[src/rtl/waveshaper_table_interpolator_macros.svh]
// Assertion macros shared by the waveshaper table interpolator RTL.
// Depends on nothing; files that check their logic include it.
`ifndef WAVESHAPER_TABLE_INTERPOLATOR_MACROS_SVH
`define WAVESHAPER_TABLE_INTERPOLATOR_MACROS_SVH

// Same-cycle implication, checked only outside reset.
`define WTI_ASSERT_NOW(label, clk, rst_n, ante, cons) \
	label: assert property (@(posedge clk) disable iff (!rst_n) (ante) |-> (cons)) \
		else $error("waveshaper check failed");

// Next-cycle implication, checked only outside reset.
`define WTI_ASSERT_NEXT(label, clk, rst_n, ante, cons) \
	label: assert property (@(posedge clk) disable iff (!rst_n) (ante) |=> (cons)) \
		else $error("waveshaper check failed");

`endif

[src/rtl/wti_pkg.sv]
// Shared types, constants and geometry functions of the waveshaper table interpolator.
// Depends on nothing; used by wti_interp, the top level and the testbench.
`timescale 1ns / 1ps

package wti_pkg;

	localparam int DATA_W            = 16;
	localparam int INDEX_W           = 9;
	localparam int SAMPLE_W          = 16;
	localparam int TABLE_ENTRIES_DEF = 257;
	localparam int SAMPLE_BITS_DEF   = 16;

	typedef enum logic {
		CMD_MAP   = 1'b0,
		CMD_WRITE = 1'b1
	} cmd_t;

	// Number of index bits: floor(log2(entries - 1)).
	function automatic int idx_bits(input int entries);
		return $clog2(entries) - 1;
	endfunction

	// Number of fraction bits below the segment index, never negative.
	function automatic int frac_bits(input int entries, input int sbits);
		int ib;
		ib = idx_bits(entries);
		return (sbits > ib) ? (sbits - ib) : 0;
	endfunction

	// Width of the fraction signal; at least one bit even with no fraction.
	function automatic int frac_w(input int entries, input int sbits);
		int fb;
		fb = frac_bits(entries, sbits);
		return (fb > 0) ? fb : 1;
	endfunction

endpackage

[src/rtl/wti_interp.sv]
// Interpolation pipeline: difference, multiply by fraction, scale and add.
// Depends on wti_pkg and the assertion macros header.
`timescale 1ns / 1ps
`include "waveshaper_table_interpolator_macros.svh"

module wti_interp
	import wti_pkg::*;
#(
	parameter int TABLE_ENTRIES = TABLE_ENTRIES_DEF,
	parameter int SAMPLE_BITS   = SAMPLE_BITS_DEF
) (
	input  logic                                          clk,
	input  logic                                          arst_n,
	input  logic                                          map_load,
	input  logic [frac_w(TABLE_ENTRIES, SAMPLE_BITS)-1:0] frac,
	input  logic signed [DATA_W-1:0]                      cur,
	input  logic signed [DATA_W-1:0]                      nxt,
	input  logic                                          result_stall,
	output logic                                          ready,
	output logic                                          result_valid,
	output logic signed [DATA_W-1:0]                      sample_out
);

	localparam int FB = frac_bits(TABLE_ENTRIES, SAMPLE_BITS);
	localparam int FW = frac_w(TABLE_ENTRIES, SAMPLE_BITS);
	localparam int PW = DATA_W + FW + 2;
	localparam logic signed [PW-1:0] BIAS = PW'((64'd1 << FB) - 64'd1);

	logic valid_s1, valid_s2, valid_s3, valid_s4;
	logic ready1, ready2, ready3, ready4;

	logic [FW-1:0]              frac_s1, frac_s2;
	logic signed [DATA_W:0]     diff_s2;
	logic signed [DATA_W-1:0]   cur_s2, cur_s3;
	logic signed [PW-1:0]       prod_s3;
	logic signed [DATA_W-1:0]   res_s4;

	logic signed [DATA_W:0]     diff_c;
	logic signed [FW:0]         frac_ext;
	logic signed [PW-1:0]       prod_c;
	logic signed [PW-1:0]       term_c;
	logic signed [PW-1:0]       sum_c;

	// A stage may load when it is empty or its content moves on.
	assign ready4 = !valid_s4 || !result_stall;
	assign ready3 = !valid_s3 || ready4;
	assign ready2 = !valid_s2 || ready3;
	assign ready1 = !valid_s1 || ready2;
	assign ready  = ready1;

	assign diff_c   = (DATA_W + 1)'(nxt) - (DATA_W + 1)'(cur);
	assign frac_ext = $signed({1'b0, frac_s2});
	assign prod_c   = diff_s2 * frac_ext;

	// Division by 2^FB that truncates toward zero: bias negative products first.
	assign term_c = (prod_s3 + (prod_s3[PW-1] ? BIAS : PW'(0))) >>> FB;
	assign sum_c  = PW'(cur_s3) + term_c;

	always_ff @(posedge clk or negedge arst_n) begin
		if (!arst_n) begin
			valid_s1 <= 1'b0;
			valid_s2 <= 1'b0;
			valid_s3 <= 1'b0;
			valid_s4 <= 1'b0;
		end else begin
			if (ready1) begin
				valid_s1 <= map_load;
			end
			if (ready2) begin
				valid_s2 <= valid_s1;
			end
			if (ready3) begin
				valid_s3 <= valid_s2;
			end
			if (ready4) begin
				valid_s4 <= valid_s3;
			end
		end
	end

	always_ff @(posedge clk) begin
		if (map_load && ready1) begin
			frac_s1 <= frac;
		end
		if (valid_s1 && ready2) begin
			frac_s2 <= frac_s1;
			diff_s2 <= diff_c;
			cur_s2  <= cur;
		end
		if (valid_s2 && ready3) begin
			prod_s3 <= prod_c;
			cur_s3  <= cur_s2;
		end
		if (valid_s3 && ready4) begin
			res_s4 <= sum_c[DATA_W-1:0];
		end
	end

	assign result_valid = valid_s4;
	assign sample_out   = res_s4;

	`WTI_ASSERT_NOW(a_stall_only_when_full, clk, arst_n, !ready1, valid_s1 && valid_s2 && valid_s3 && valid_s4)
	`WTI_ASSERT_NEXT(a_s1_holds, clk, arst_n, valid_s1 && !ready2, valid_s1 && $stable(frac_s1))
	`WTI_ASSERT_NEXT(a_s3_moves_on, clk, arst_n, valid_s3 && ready4, valid_s4)

endmodule

[config.mk]
export PLATFORM = sky130hd
export DESIGN_NAME = wti_interp
export DESIGN_NICKNAME = d
export VERILOG_FILES = /design/src/rtl/wti_pkg.sv /design/src/rtl/wti_interp.sv
export VERILOG_INCLUDE_DIRS = /design/src /design/src/rtl
export SDC_FILE = /design/constraint.sdc
export NUM_CORES = 1
export LEC_CHECK = 0
export ABC_AREA = 1
export BUFFER_PORTS_ARGS = -buffer_cell sky130_fd_sc_hd__buf_2
export CORE_ASPECT_RATIO = 1.75
export CORE_UTILIZATION = 40
export CTS_BUF_LIST = sky130_fd_sc_hd__clkbuf_2
export DETAILED_ROUTE_END_ITERATION = 8
export HOLD_SLACK_MARGIN = 0.03
export PLACE_DENSITY = 0.63
export SKIP_CTS_REPAIR_TIMING = 1
export SYNTH_ARGS = -nofsm -noshare
export SYNTH_HDL_FRONTEND = slang
export SYNTH_SLANG_ARGS = --single-unit
[constraint.sdc]
create_clock -name clk -period 4.84 [get_ports clk]
set_clock_uncertainty 0.1 [all_clocks]
set_input_delay 0.968 -clock clk [delete_from_list [all_inputs] [get_ports clk]]
set_output_delay 0.968 -clock clk [all_outputs]
set_load 0.02 [all_outputs]
==> PnR_summary.wiki <==
{| class="wikitable"
! Metric !! Value
|-
| Maximum clock frequency || 216 MHz
|-
| Total standard cell area after synthesis || 11000 sq um
|-
| Required time reported for the critical path endpoint || 5.22 ns
|-
| Total Die Area || 28100 sq um
|-
| Cell type of the slowest stage on the worst timing path || sky130_fd_sc_hd__edfxtp_1
|-
| Largest net degree at the start of global routing || 42
|-
| Vias/cell || 4.82
|-
| Clock-pin slew reported for the worst setup and hold paths after clock tree synthesis || 0.38 ns
|-
| Number of pins with negative max-slew slack in the final report || 0
|-
| Remaining global-route overflow || 0
|-
| First-pass GRT wire length || 42500 microns
|-
| Placer Congestion || 0.876
|-
| DP Wirelength || 22100 microns
|-
| # Max-Cap Violations || 0
|-
| Core footprint || 26800 sq um
|-
| Detailed-route DRC error count || 0
|-
| Category of the most critical setup path || flip-flop to flip-flop
|-
| Unrepaired setup endpoints after global routing || no
|-
| I/O pin count || 62
|-
| Worst Path Max Fanout || 8
|-
| Worst hold-check path type || input pin to flip-flop
|-
| Maximum cell stage delay along the critical path || 0.65 ns
|-
| Clock buffers created by TritonCTS || 9
|-
| Count of buffer and inverter cells on the critical path || 4
|-
| Arrival time at the worst endpoint || 5.01 ns
|-
| Final cell count without fillers || 1725
|-
| Sum of negative setup slack || 0 ns
|-
| Die extent in x || 127 microns
|-
| Wire per inst || 15.1 microns
|-
| Synthesized area per cell || 8.44 sq um
|-
| Number of nets produced by synthesis || 1543
|-
| All-Layer GR Usage || 0.197
|-
| Final wirelength || 26000 microns
|-
| Synth Warn # || 0
|-
| Maximum clock insertion buffer count || 2
|-
| Count of final hold-check violations || 0
|-
| Nature of the critical path startpoint || flip-flop
|-
| TritonCTS clock tree || yes
|-
| Cell Rows || 79
|-
| Number of levels the H-tree was split into || 3
|-
| FF-to-FF setup slack || 0.21 ns
|-
| Outcome || finished clean
|-
| CTS Root Cell || sky130_fd_sc_hd__clkbuf_2
|-
| Post-Syn Instances || 1299
|-
| Height of the die || 221 microns
|-
| Shortest period the worst path allows || 4.63 ns
|-
| Clock network latency to the later pin of the worst-skew pair || 0.75 ns
|-
| Share of layout cells above drive strength 1 || 0.0949
|-
| Number of antenna violations at the first check in global routing || 1
|-
| Clock sink count || 110
|-
| Number of storage elements in the synthesis netlist || 110
|-
| Tightest slew margin relative to the limit || 0.244
|-
| Final setup violating endpoints || 0
|-
| Transition time of the tightest slew-check pin || 1.13 ns
|-
| Number of placed instances with taps included || 1705
|-
| Via count of the first global-routing pass || 8916
|-
| Count of different cell masters after synthesis || 37
|-
| Cell family contributing the most delay on the critical path || adder cells
|-
| Final ANT Viol Nets || 0
|-
| Critical path endpoint category || flip-flop
|-
| Number of iterations in the first detailed-routing pass || 4
|-
| Initial standard-cell utilization of the core || 0.409
|-
| Port Buffers || 61
|-
| Layout overhead on the synthesized area || 8.80%
|-
| Ratio of final minimum period to clock period || 0.956
|-
| Critical-path cell list || nand2_1 > fa_1 > inv_1 > fa_1 > fa_1 > inv_1 > fa_1 > inv_1 > ha_1 > nand2_1 > inv_1 > a21oi_1 > nor2_1 > nor2_1 > nand3_1 > nand2_1 > nand2_1
|-
| # nets final || 1599
|-
| Detailed-route via count || 8319
|-
| Share of synthesized area occupied by flip-flops and latches || 0.299
|-
| Number of DRC violations after detailed-routing iteration 0 || 457
|}
## per-stage QoR
stage | worst slack [ns] | utilization | hold slack, ns | instance area, sq um
3_5_place_dp | 0.109 | 0.438 | 0.305 | 11700
5_1_grt | 0.00572 | 0.445 | 0.241 | 11900
6_report | 0.212 | 0.445 | 0.285 | 11900
3_3_place_gp | 0.143 | 0.438 | 0.301 | 11700
4_1_cts | 0.0385 | 0.443 | -0.189 | 11900
2_1_floorplan | 0.349 | - | 0.300 | 11000
## cells in the final DEF, fill, tap and decap left out, drive strengths merged
cell type    instances
clkbuf               9
a31oi                3
xor2                30
nand2              334
ha                  90
nand4               16
o211ai               1
edfxtp             106
fa                 110
a21oi               64
buf                 77
o21bai               4
nor3                 7
nor2                63
o21a                 1
diode                1
and3                 1
and2                 2
a21o                 9
dfrtp                4
nand3               51
inv                319
dlygate4sd3          1
clkinv               5
o21ai               26
nor4                 5
nand3b               3
o31ai                2
xnor2               16
a21boi               1
## area by class of cell
type / instances / area, sq um
sequential: 110 / 3280
multi-input combinational: 839 / 6410
inverter: 317 / 1190
fill: 2658 / 14900
clock inverter: 7 / 98.8
antenna: 1 / 2.50
timing repair buffer: 78 / 448
tap: 364 / 455
clock buffer: 9 / 45.0
## sequential cells by signal (all words and copies together), names as in the netlist
signal        cells
prod_s3          25
diff_s2          17
cur_s2           16
cur_s3           16
sample_out       16
frac_s1           8
frac_s2           8
result_valid      1
valid_s1          1
valid_s2          1
valid_s3          1
## worst paths after layout
kind	start	cells after the start	end
setup / recovery	diff_s2[10]	17	prod_s3[21]
hold / removal	frac[0]	1	frac_s1[0]
setup reg to reg	diff_s2[10]	17	prod_s3[21]
hold reg to reg	frac_s1[4]	0	frac_s2[4]
max in group asynchronous	arst_n	2	valid_s2
min in group asynchronous	arst_n	2	valid_s3
## per-layer routing
| layer | vias up | GRT usage | wire (microns) |
|---|---|---|---|
| met4 | 0 | 0.121 | 1540 |
| li1 | 4110 | - | - |
| met2 | 160 | 0.400 | 15100 |
| met1 | 3970 | 0.182 | 8940 |
| met3 | 79 | 0.0162 | 382 |
| met5 | - | 0 | 0 |
## cells in the mapped netlist, drive strengths merged
master  number  share of area
o21ai       26          0.013
xor2        30          0.024
nand4       16         0.0091
o21a         1        0.00068
o31ai        2         0.0014
ha          90           0.10
a21o         9         0.0062
a21oi       64          0.030
clkinv       3         0.0010
nand2      334           0.12
o211ai       1        0.00068
nor3         7         0.0041
nand3       51          0.024
o21bai       4         0.0027
a21boi       1         0.0010
and2         2         0.0011
nor4         5         0.0040
inv        314           0.11
nand3b       3         0.0021
nor2        63          0.022
edfxtp     106           0.29
dfrtp        4         0.0091
clkbuf      33          0.012
a31oi        3         0.0017
and3         1        0.00057
fa         110           0.20
xnor2       16          0.013
## cells by family after synthesis
logic type / synth area share
and+or+nand+nor: 0.184
buffers and inverters: 0.120
adders and majority gates: 0.303
AOI/OAI and AO/OA: 0.0565
DFF: 0.299
xor gates and xnor gates: 0.0367
Power is left out: the tool's default activity adds up to more than one toggle a clock period on the data nets, which glitch-free logic cannot reach.
